File: src/hw/rtl/hrtp_pkg.sv
`timescale 1ns / 1ps

package hrtp_pkg;

	localparam int unsigned QDEPTH = 4;
	localparam int unsigned QAW    = $clog2(QDEPTH);

	localparam logic [5:0] NUT_TRAIL_R = 6'd1;
	localparam logic [5:0] NUT_BLA_W   = 6'd16;
	localparam logic [5:0] NUT_VPS     = 6'd32;
	localparam logic [5:0] NUT_SPS     = 6'd33;
	localparam logic [5:0] NUT_PPS     = 6'd34;
	localparam logic [5:0] NUT_SEI     = 6'd39;
	localparam logic [5:0] NUT_FU      = 6'd49;

	localparam logic [1:0] SE_START = 2'b10;
	localparam logic [1:0] SE_BOTH  = 2'b11;

	localparam logic [7:0] HDR_KEEP_MASK = 8'h81;
	localparam logic [7:0] SC_ZERO       = 8'h00;
	localparam logic [7:0] SC_ONE        = 8'h01;

	typedef enum logic [2:0] {
		MODE_IDLE,
		MODE_PASS,
		MODE_FU_NUH2,
		MODE_FU_HDR,
		MODE_DROP
	} hrtp_mode_t;

	typedef enum logic [2:0] {
		STEP_Z0,
		STEP_Z1,
		STEP_Z2,
		STEP_ONE,
		STEP_A,
		STEP_B,
		STEP_MARK
	} hrtp_step_t;

	typedef struct packed {
		logic       start;
		logic       long_sc;
		logic       emit_a;
		logic       emit_b;
		logic [7:0] byte_a;
		logic [7:0] byte_b;
		logic       marker;
		logic       bad;
		logic       last;
	} hrtp_cmd_t;

	typedef struct packed {
		logic full;
		logic empty;
	} hrtp_q_stat_t;

	function automatic logic gets_start(input logic [5:0] nut);
		return nut inside {NUT_TRAIL_R, NUT_BLA_W, NUT_VPS, NUT_SPS, NUT_PPS, NUT_SEI};
	endfunction

	function automatic hrtp_step_t first_step(input hrtp_cmd_t cmd);
		hrtp_step_t s;
		if (cmd.start) begin
			s = cmd.long_sc ? STEP_Z0 : STEP_Z1;
		end else if (cmd.emit_a) begin
			s = STEP_A;
		end else begin
			s = STEP_MARK;
		end
		return s;
	endfunction

endpackage

File: src/hw/rtl/hrtp_in_if.sv
`timescale 1ns / 1ps

interface hrtp_in_if;
	logic       valid;
	logic       ready;
	logic [7:0] payload_byte;
	logic       end_of_payload;

	modport source (output valid, output payload_byte, output end_of_payload, input ready);
	modport sink (input valid, input payload_byte, input end_of_payload, output ready);
endinterface

File: src/hw/rtl/hrtp_out_if.sv
`timescale 1ns / 1ps

interface hrtp_out_if;
	logic       valid;
	logic       ready;
	logic [7:0] out_byte;
	logic       has_byte;
	logic       out_last;
	logic       bad_fragment;

	modport source (output valid, output out_byte, output has_byte, output out_last,
		output bad_fragment, input ready);
	modport sink (input valid, input out_byte, input has_byte, input out_last,
		input bad_fragment, output ready);
endinterface

File: src/hw/rtl/hrtp_front.sv
`timescale 1ns / 1ps

module hrtp_front (
	input  logic                 clk,
	input  logic                 arst_n,
	hrtp_in_if.sink              payload,
	input  logic                 long_sc,
	input  hrtp_pkg::hrtp_q_stat_t q_stat,
	output logic                 push,
	output hrtp_pkg::hrtp_cmd_t  push_cmd
);
	import hrtp_pkg::*;

	hrtp_mode_t mode_q, mode_d;
	logic [7:0] first_q, first_d;
	logic [7:0] second_q, second_d;
	logic       accept;
	logic       bad;
	logic [7:0] b;
	logic [5:0] nut;
	logic [1:0] se;

	assign payload.ready = !q_stat.full;
	assign accept        = payload.valid && payload.ready;
	assign b             = payload.payload_byte;
	assign nut           = b[6:1];
	assign se            = b[7:6];

	always_comb begin
		mode_d   = mode_q;
		first_d  = first_q;
		second_d = second_q;
		bad      = 1'b0;
		push_cmd = '0;
		push_cmd.long_sc = long_sc;
		case (mode_q)
			MODE_IDLE: begin
				if (nut == NUT_FU) begin
					first_d = b;
					mode_d  = MODE_FU_NUH2;
					bad     = payload.end_of_payload;
				end else begin
					push_cmd.start  = gets_start(nut);
					push_cmd.emit_a = 1'b1;
					push_cmd.byte_a = b;
					mode_d          = MODE_PASS;
				end
			end
			MODE_FU_NUH2: begin
				second_d = b;
				mode_d   = MODE_FU_HDR;
				bad      = payload.end_of_payload;
			end
			MODE_FU_HDR: begin
				if (se == SE_BOTH) begin
					mode_d = MODE_DROP;
					bad    = payload.end_of_payload;
				end else begin
					if (se == SE_START) begin
						push_cmd.start  = 1'b1;
						push_cmd.emit_a = 1'b1;
						push_cmd.byte_a = (first_q & HDR_KEEP_MASK) | {1'b0, b[5:0], 1'b0};
						push_cmd.emit_b = 1'b1;
						push_cmd.byte_b = second_q;
					end
					mode_d = MODE_PASS;
				end
			end
			MODE_DROP: begin
				bad = payload.end_of_payload;
			end
			default: begin
				push_cmd.emit_a = 1'b1;
				push_cmd.byte_a = b;
			end
		endcase
		if (payload.end_of_payload) begin
			if (bad) begin
				push_cmd.start  = 1'b0;
				push_cmd.emit_a = 1'b0;
				push_cmd.emit_b = 1'b0;
				push_cmd.marker = 1'b1;
				push_cmd.bad    = 1'b1;
			end else if (!push_cmd.emit_a) begin
				push_cmd.marker = 1'b1;
			end
			push_cmd.last = 1'b1;
			mode_d        = MODE_IDLE;
		end
	end

	assign push = accept && (push_cmd.emit_a || push_cmd.marker);

	always_ff @(posedge clk or negedge arst_n) begin
		if (!arst_n) begin
			mode_q <= MODE_IDLE;
		end else if (accept) begin
			mode_q <= mode_d;
		end
	end

	always_ff @(posedge clk) begin
		if (accept) begin
			first_q  <= first_d;
			second_q <= second_d;
		end
	end

endmodule

File: src/hw/rtl/hrtp_queue.sv
`timescale 1ns / 1ps

module hrtp_queue (
	input  logic                   clk,
	input  logic                   arst_n,
	input  logic                   push,
	input  hrtp_pkg::hrtp_cmd_t    push_cmd,
	input  logic                   pop,
	output hrtp_pkg::hrtp_cmd_t    head_cmd,
	output hrtp_pkg::hrtp_q_stat_t stat
);
	import hrtp_pkg::*;

	hrtp_cmd_t      entry_q [QDEPTH];
	logic [QAW-1:0] wr_ptr_q;
	logic [QAW-1:0] rd_ptr_q;
	logic [QAW:0]   count_q;

	assign stat.full  = (count_q == (QAW + 1)'(QDEPTH));
	assign stat.empty = (count_q == '0);
	assign head_cmd   = entry_q[rd_ptr_q];

	always_ff @(posedge clk or negedge arst_n) begin
		if (!arst_n) begin
			wr_ptr_q <= '0;
			rd_ptr_q <= '0;
			count_q  <= '0;
		end else begin
			if (push) begin
				wr_ptr_q <= wr_ptr_q + 1'b1;
			end
			if (pop) begin
				rd_ptr_q <= rd_ptr_q + 1'b1;
			end
			case ({push, pop})
				2'b10:   count_q <= count_q + 1'b1;
				2'b01:   count_q <= count_q - 1'b1;
				default: count_q <= count_q;
			endcase
		end
	end

	always_ff @(posedge clk) begin
		if (push) begin
			entry_q[wr_ptr_q] <= push_cmd;
		end
	end

endmodule

File: src/hw/rtl/hrtp_back.sv
`timescale 1ns / 1ps

module hrtp_back (
	input  logic                   clk,
	input  logic                   arst_n,
	input  hrtp_pkg::hrtp_cmd_t    head_cmd,
	input  hrtp_pkg::hrtp_q_stat_t q_stat,
	output logic                   pop,
	hrtp_out_if.source             stream
);
	import hrtp_pkg::*;

	hrtp_step_t step_q, step_cur, step_nxt;
	logic       busy_q;
	logic       out_valid_q;
	logic [7:0] out_byte_q;
	logic       has_byte_q;
	logic       out_last_q;
	logic       bad_q;
	logic       load;
	logic       final_word;
	logic [7:0] word_byte;

	assign step_cur   = busy_q ? step_q : first_step(head_cmd);
	assign final_word = (step_cur == STEP_B) || (step_cur == STEP_MARK)
		|| ((step_cur == STEP_A) && !head_cmd.emit_b);
	assign load       = !q_stat.empty && (!out_valid_q || stream.ready);
	assign pop        = load && final_word;

	always_comb begin
		case (step_cur)
			STEP_Z0:   begin step_nxt = STEP_Z1;   word_byte = SC_ZERO;         end
			STEP_Z1:   begin step_nxt = STEP_Z2;   word_byte = SC_ZERO;         end
			STEP_Z2:   begin step_nxt = STEP_ONE;  word_byte = SC_ZERO;         end
			STEP_ONE:  begin step_nxt = STEP_A;    word_byte = SC_ONE;          end
			STEP_A:    begin step_nxt = STEP_B;    word_byte = head_cmd.byte_a; end
			STEP_B:    begin step_nxt = STEP_MARK; word_byte = head_cmd.byte_b; end
			default:   begin step_nxt = STEP_MARK; word_byte = SC_ZERO;         end
		endcase
	end

	always_ff @(posedge clk or negedge arst_n) begin
		if (!arst_n) begin
			busy_q      <= 1'b0;
			step_q      <= STEP_Z0;
			out_valid_q <= 1'b0;
		end else begin
			if (load) begin
				busy_q      <= !final_word;
				step_q      <= step_nxt;
				out_valid_q <= 1'b1;
			end else if (stream.ready) begin
				out_valid_q <= 1'b0;
			end
		end
	end

	always_ff @(posedge clk) begin
		if (load) begin
			out_byte_q <= word_byte;
			has_byte_q <= (step_cur != STEP_MARK);
			out_last_q <= head_cmd.last && final_word;
			bad_q      <= (step_cur == STEP_MARK) && head_cmd.bad;
		end
	end

	assign stream.valid        = out_valid_q;
	assign stream.out_byte     = out_byte_q;
	assign stream.has_byte     = has_byte_q;
	assign stream.out_last     = out_last_q;
	assign stream.bad_fragment = bad_q;

endmodule

File: src/hw/rtl/hevc_rtp_depacketizer_core.sv
`timescale 1ns / 1ps
// Channel   Role    Word
// payload   sink    payload_byte[7:0], end_of_payload
// stream    source  out_byte[7:0], has_byte, out_last, bad_fragment
// cfg       write   cfg_wr_en, cfg_wr_data (long_start_code)
//
// Each side moves one word per cycle unless stalled (input: full queue; output: no
// stream.ready). An input byte turns into zero to six output words (start code of
// three or four, rebuilt header of two), sent one a cycle until all are out.
// A four-entry queue decouples the classifier from the back end; input stalls
// only when that queue is full. Reset clears all control state at once.

module hevc_rtp_depacketizer_core (
	input  logic       clk,
	input  logic       arst_n,
	hrtp_in_if.sink    payload,
	hrtp_out_if.source stream,
	input  logic       cfg_wr_en,
	input  logic       cfg_wr_data
);
	import hrtp_pkg::*;

	logic         long_sc_q;
	logic         push;
	logic         pop;
	hrtp_cmd_t    push_cmd;
	hrtp_cmd_t    head_cmd;
	hrtp_q_stat_t q_stat;

	always_ff @(posedge clk or negedge arst_n) begin
		if (!arst_n) begin
			long_sc_q <= 1'b0;
		end else if (cfg_wr_en) begin
			long_sc_q <= cfg_wr_data;
		end
	end

	hrtp_front u_front (
		.clk      (clk),
		.arst_n   (arst_n),
		.payload  (payload),
		.long_sc  (long_sc_q),
		.q_stat   (q_stat),
		.push     (push),
		.push_cmd (push_cmd)
	);

	hrtp_queue u_queue (
		.clk      (clk),
		.arst_n   (arst_n),
		.push     (push),
		.push_cmd (push_cmd),
		.pop      (pop),
		.head_cmd (head_cmd),
		.stat     (q_stat)
	);

	hrtp_back u_back (
		.clk      (clk),
		.arst_n   (arst_n),
		.head_cmd (head_cmd),
		.q_stat   (q_stat),
		.pop      (pop),
		.stream   (stream)
	);

	a_no_push_full: assert property (@(posedge clk) disable iff (!arst_n)
		push |-> !q_stat.full)
		else $error("push into full queue");

	a_no_pop_empty: assert property (@(posedge clk) disable iff (!arst_n)
		pop |-> !q_stat.empty)
		else $error("pop from empty queue");

	a_bad_is_marker: assert property (@(posedge clk) disable iff (!arst_n)
		(stream.valid && stream.bad_fragment) |-> (!stream.has_byte && stream.out_last))
		else $error("bad fragment flag on a data word");

	a_marker_is_last: assert property (@(posedge clk) disable iff (!arst_n)
		(stream.valid && !stream.has_byte) |-> stream.out_last)
		else $error("bare marker not marked last");

endmodule
File: src/flat_wrapper.sv
// flat-port wrapper written by rule: the top's interface ports become plain ports
module hevc_rtp_depacketizer_core_flat import hrtp_pkg::*;
  (clk, arst_n, cfg_wr_en, cfg_wr_data, payload_valid, payload_payload_byte, payload_end_of_payload, payload_ready, stream_valid, stream_out_byte, stream_has_byte, stream_out_last, stream_bad_fragment, stream_ready);
  hrtp_in_if payload_i ();
  hrtp_out_if stream_i ();
  input  logic clk;
  input  logic arst_n;
  input  logic cfg_wr_en;
  input  logic cfg_wr_data;
  input wire logic [$bits(payload_i.valid)-1:0] payload_valid;
  input wire logic [$bits(payload_i.payload_byte)-1:0] payload_payload_byte;
  input wire logic [$bits(payload_i.end_of_payload)-1:0] payload_end_of_payload;
  output wire logic [$bits(payload_i.ready)-1:0] payload_ready;
  output wire logic [$bits(stream_i.valid)-1:0] stream_valid;
  output wire logic [$bits(stream_i.out_byte)-1:0] stream_out_byte;
  output wire logic [$bits(stream_i.has_byte)-1:0] stream_has_byte;
  output wire logic [$bits(stream_i.out_last)-1:0] stream_out_last;
  output wire logic [$bits(stream_i.bad_fragment)-1:0] stream_bad_fragment;
  input wire logic [$bits(stream_i.ready)-1:0] stream_ready;
  assign payload_i.valid = payload_valid;
  assign payload_i.payload_byte = payload_payload_byte;
  assign payload_i.end_of_payload = payload_end_of_payload;
  assign payload_ready = payload_i.ready;
  assign stream_valid = stream_i.valid;
  assign stream_out_byte = stream_i.out_byte;
  assign stream_has_byte = stream_i.has_byte;
  assign stream_out_last = stream_i.out_last;
  assign stream_bad_fragment = stream_i.bad_fragment;
  assign stream_i.ready = stream_ready;
  hevc_rtp_depacketizer_core u_core (.clk(clk), .arst_n(arst_n), .payload(payload_i), .stream(stream_i), .cfg_wr_en(cfg_wr_en), .cfg_wr_data(cfg_wr_data));
endmodule
File: config.mk
export PLATFORM = sky130hd
export DESIGN_NAME = hevc_rtp_depacketizer_core_flat
export DESIGN_NICKNAME = d
export VERILOG_FILES = /design/src/hw/rtl/hrtp_pkg.sv /design/src/hw/rtl/hrtp_in_if.sv /design/src/hw/rtl/hrtp_out_if.sv /design/src/hw/rtl/hrtp_front.sv /design/src/hw/rtl/hrtp_queue.sv /design/src/hw/rtl/hrtp_back.sv /design/src/hw/rtl/hevc_rtp_depacketizer_core.sv /design/src/flat_wrapper.sv
export SDC_FILE = /design/constraint.sdc
export NUM_CORES = 1
export LEC_CHECK = 0
export BUFFER_PORTS_ARGS = -buffer_cell sky130_fd_sc_hd__buf_4
export CORE_UTILIZATION = 55
export CTS_CLUSTER_SIZE = 40
export DETAILED_ROUTE_END_ITERATION = 16
export PLACE_DENSITY = 0.73
export SLEW_MARGIN = 20
export SYNTH_ARGS = -nofsm -noshare
export SYNTH_HDL_FRONTEND = slang
export SYNTH_SLANG_ARGS = --single-unit
File: constraint.sdc
create_clock -name clk -period 5.59 [get_ports clk]
set_clock_uncertainty 0.15 [all_clocks]
set_input_delay 1.118 -clock clk [delete_from_list [all_inputs] [get_ports clk]]
set_output_delay 1.118 -clock clk [all_outputs]
set_load 0.01 [all_outputs]
==> impl_metrics.csv <==
group,metric,value,unit
grt,grt_usage,0.2098,
layout,fin_nets,368,
detailed_routing,wl_met1,4141,um
detailed_routing,via_per_inst,5.691,
status,status,"finished clean",
synth,yosysSeqAreaShare,0.6938,
synth,yosysTopAreaCell,"edfxtp_1",
floorplan,ios,28,
grt,grt_antenna_before_repair,0,
worst_setup_path,r2r_end,"u_core.u_queue.count_q[2]",
synth,ys.flop_type,"edfxtp_1",
clock_network,ctsHtreeMaxLevel,4,
worst_setup_path,timing.rr.start,"u_core.u_queue.rd_ptr_q[1]",
sta,finalHoldViolCount,0,
floorplan,die_w,100.1,um
detailed_routing,antenna_left,0,
place,port_buffers,27,
grt,grt_pass1_vias,2779,
synth,synth_top_area_frac,0.6181,
synth,syn_inst,310,
synth,synth-seq-cells,125,
detailed_routing,wl_met3,389,um
worst_setup_path,reg2reg_depth,11,
synth,synth.top_cells.by_area,"edfxtp_1 62%, mux4_2 8.9%, dfrtp_1 7.6%, mux2i_1 2.3%, and2_1 1.7%",
clock_network,cts_buffer_depth,2,
layout,drive_gt1_frac,0.2778,
worst_setup_path,path_cells,"buf_4 -> mux2i_1 -> o22a_4 -> o21ai_4 -> a21oi_2 -> ha_1 -> inv_1 -> fa_1 -> xor2_1 -> nor2_1 -> xnor2_1",
worst_setup_path,crit_path_end,"u_core.u_queue.count_q[2]",
place,hpwl,5996,um
clock_network,clockRootBuffer,"clkbuf_8",
clock_network,ctsHoldBuffers,0,
grt,grt_pass1_wl,14930,um
synth,syn_area_per_cell,17.08,um^2
synth,postSynth.asyncResetShare,0.1280,
sta,timing.final.crit_period,3.552,ns
detailed_routing,wl_met2,4779,um
clock_network,cts_tree,"yes",
floorplan,dieArea,0.01002,mm^2
detailed_routing,routedWlPerCell,19.18,um
clock_network,cts_resized,0,
power,leakagePower,2.234,nW
min_path,hp-class,"in -> async",
worst_setup_path,startpoint,"u_core.u_queue.rd_ptr_q[1]",
worst_setup_path,crit_path_start_kind,"flip-flop",
detailed_routing,drt_iter0_markers,191,
synth,ys_warn_count,0,
synth,ys_types,55,
floorplan,initial_core_util,0.5704,
worst_setup_path,r2r_slack,2.04,ns
synth,synth-edff-count,109,
layout,finalCoreUtilization,0.6720,
worst_setup_path,critPathArrivalTime,3.82,ns
layout,final_cell_mix,"109 x edfxtp_1, 30 x buf_4, 21 x mux4_2",
power,p_per_area,559.7,mW/mm^2
worst_setup_path,worstPathMaxFanout,16,
detailed_routing,wl,9379,um
sta,maxSlewHeadroom,0.2753,
layout,layout_commonest_cell,"edfxtp_1",
worst_setup_path,critPathCaptureType,"flip-flop",
floorplan,die_h,100.1,um
clock_network,post_cts_buffers,0,
clock_network,clock-sinks,125,
worst_setup_path,required,5.86,ns
layout,area_delta_synth_final,17.82,%
floorplan,rows,35,
worst_setup_path,worstSetupPathType,"reg -> reg",
sta,clock.fmax,281.5,MHz
detailed_routing,dr.pass1.iters,4,
sta,fin_setup_tns,0,ns
grt,grt_max_degree,23,
detailed_routing,drc,0,
power,peakVddDrop,0.2890,mV
clock_network,numCtsBuffers,17,
synth,syn_area,0.005295,mm^2
flow_run,max_cap_violations,0,
sta,finalCritPeriodShare,0.6354,
clock_network,cts.clk_slew.worst_paths,0.06,ns
worst_setup_path,cp.depth,11,
worst_setup_path,critPathMaxStageDelay,0.74,ns
worst_setup_path,critical_path_buf_inv_count,2,
place,gp_congestion,0.8180,
worst_setup_path,critical-path-slowest-cell,"dfrtp_1",
synth,syn-num-nets,331,
detailed_routing,vias,2783,
detailed_routing,highest_layer,"met4",
sta,setup_violations,0,
worst_setup_path,path_delay_family,"flip-flops",
layout,diodes,0,
sta,worst_slew_pin_slew,1.087,ns
sta,slew_violations,0,
grt,gr-total-overflow,0,
sta,rsz0062_at_grt,"false",
clock_network,clock_latency,0.51,ns
floorplan,core,0.009284,mm^2
state kept, by name, summed over array words and instances, names as in the netlist:
name and count:
u_core.u_back.stream.has_byte 1, u_core.u_back.stream.bad_fragment 1, u_core.u_queue.rd_ptr_q 2, u_core.u_back.stream.valid 1
u_core.u_back.stream.out_last 1, u_core.u_front.mode_q 3, u_core.u_front.first_q 2, u_core.u_back.busy_q 1
u_core.u_queue.count_q 3, u_core.u_queue.entry_q 88, u_core.u_back.stream.out_byte 8, u_core.long_sc_q 1
u_core.u_queue.wr_ptr_q 2, u_core.u_back.step_q 3, u_core.u_front.second_q 8
per-layer routing:
metal | vias to the layer above | global-route usage
met1 | 1405 | 0.2884
li1 | 1291 | -
met4 | 0 | 0.08473
met5 | - | 0
met3 | 5 | 0.04805
met2 | 82 | 0.3293
how the worst min path moves through the flow:
| stage | cells after the start | slack (ns) | to | startpoint |
|---|---|---|---|---|
| 2_1_floorplan | 0 | 0.32 | u_core.u_queue.entry_q[0][21] | u_core.long_sc_q |
| 3_3_place_gp | 0 | 0.36 | u_core.u_queue.entry_q[1][21] | u_core.long_sc_q |
| 3_5_place_dp | 0 | 0.38 | u_core.u_queue.entry_q[3][21] | u_core.long_sc_q |
| 4_1_cts | 1 | 0.30 | u_core.u_queue.rd_ptr_q[1] | arst_n |
| 5_1_grt | 1 | 0.30 | u_core.u_queue.rd_ptr_q[1] | arst_n |
| 6_report | 1 | 0.31 | u_core.u_queue.rd_ptr_q[1] | arst_n |
kinds of logic after synthesis:
group,after synthesis,synth area share
XOR/XNOR,6,0.009926
AO/OA/AOI/OAI,48,0.07467
multiplexers,36,0.1191
flip-flops,125,0.6938
buffers and inverters,23,0.02079
adder cells (fa/ha/maj),6,0.01560
AND/OR/NAND/NOR,66,0.06617
area by class of cell:
| class | instances | area, um^2 |
|---|---|---|
| multi-input cells | 162 | 1520 |
| well taps | 129 | 161.4 |
| clock inverters | 14 | 198.9 |
| inverters | 11 | 41.29 |
| repair buffers | 30 | 225.2 |
| fillers | 671 | 3045 |
| clock buffers | 18 | 417.9 |
| flip-flops and latches | 125 | 3674 |
metrics by stage:
| step | cell area [um^2] | instances | setup WS [ns] | power [mW] | hold WS, ns |
|---|---|---|---|---|---|
| detailed placement | 5613 | 457 | 1.825 | 2.376 | 0.3750 |
| finish | 6238 | 489 | 2.038 | 3.492 | 0.3075 |
| floorplan | 5295 | 310 | 2.275 | 2.109 | 0.3224 |
| global placement | 5613 | 457 | 1.956 | 2.349 | 0.3631 |
| global route | 6238 | 489 | 1.824 | 3.661 | 0.3028 |
| CTS | 6230 | 489 | 1.970 | 3.527 | 0.2957 |
where the power goes:
group	leakage (nW)	internal, mW	switching [mW]
logic	0.736	0.442	0.500
registers	1.20	1.27	0.139
clock network	0.303	0.761	0.375
cell usage after synthesis, drive strengths merged (2+ instances only):
cell / number
and2: 14
o2111ai: 3
o211ai: 4
mux2: 3
or2: 3
edfxtp: 109
xnor2: 3
nand2b: 5
mux4: 21
a31oi: 2
ha: 5
a21oi: 8
inv: 11
dfrtp: 16
xor2: 3
o22a: 2
o21ai: 9
nor2: 16
mux2i: 12
clkbuf: 4
a22o: 7
buf: 8
nor3: 6
nand3: 4
nand2: 9
o31ai: 4
nor2b: 3
worst register-to-register path: cells and delay by family (launching register included):
kind | cells | cell delay [ns]
DFF | 1 | 0.74
muxes | 1 | 0.37
adders and majority gates | 2 | 0.65
AOI/OAI and AO/OA | 3 | 0.67
and+or+nand+nor | 1 | 0.13
buffers and inverters | 2 | 0.44
xor gates and xnor gates | 2 | 0.30
(Power assumes the default switching activity.)
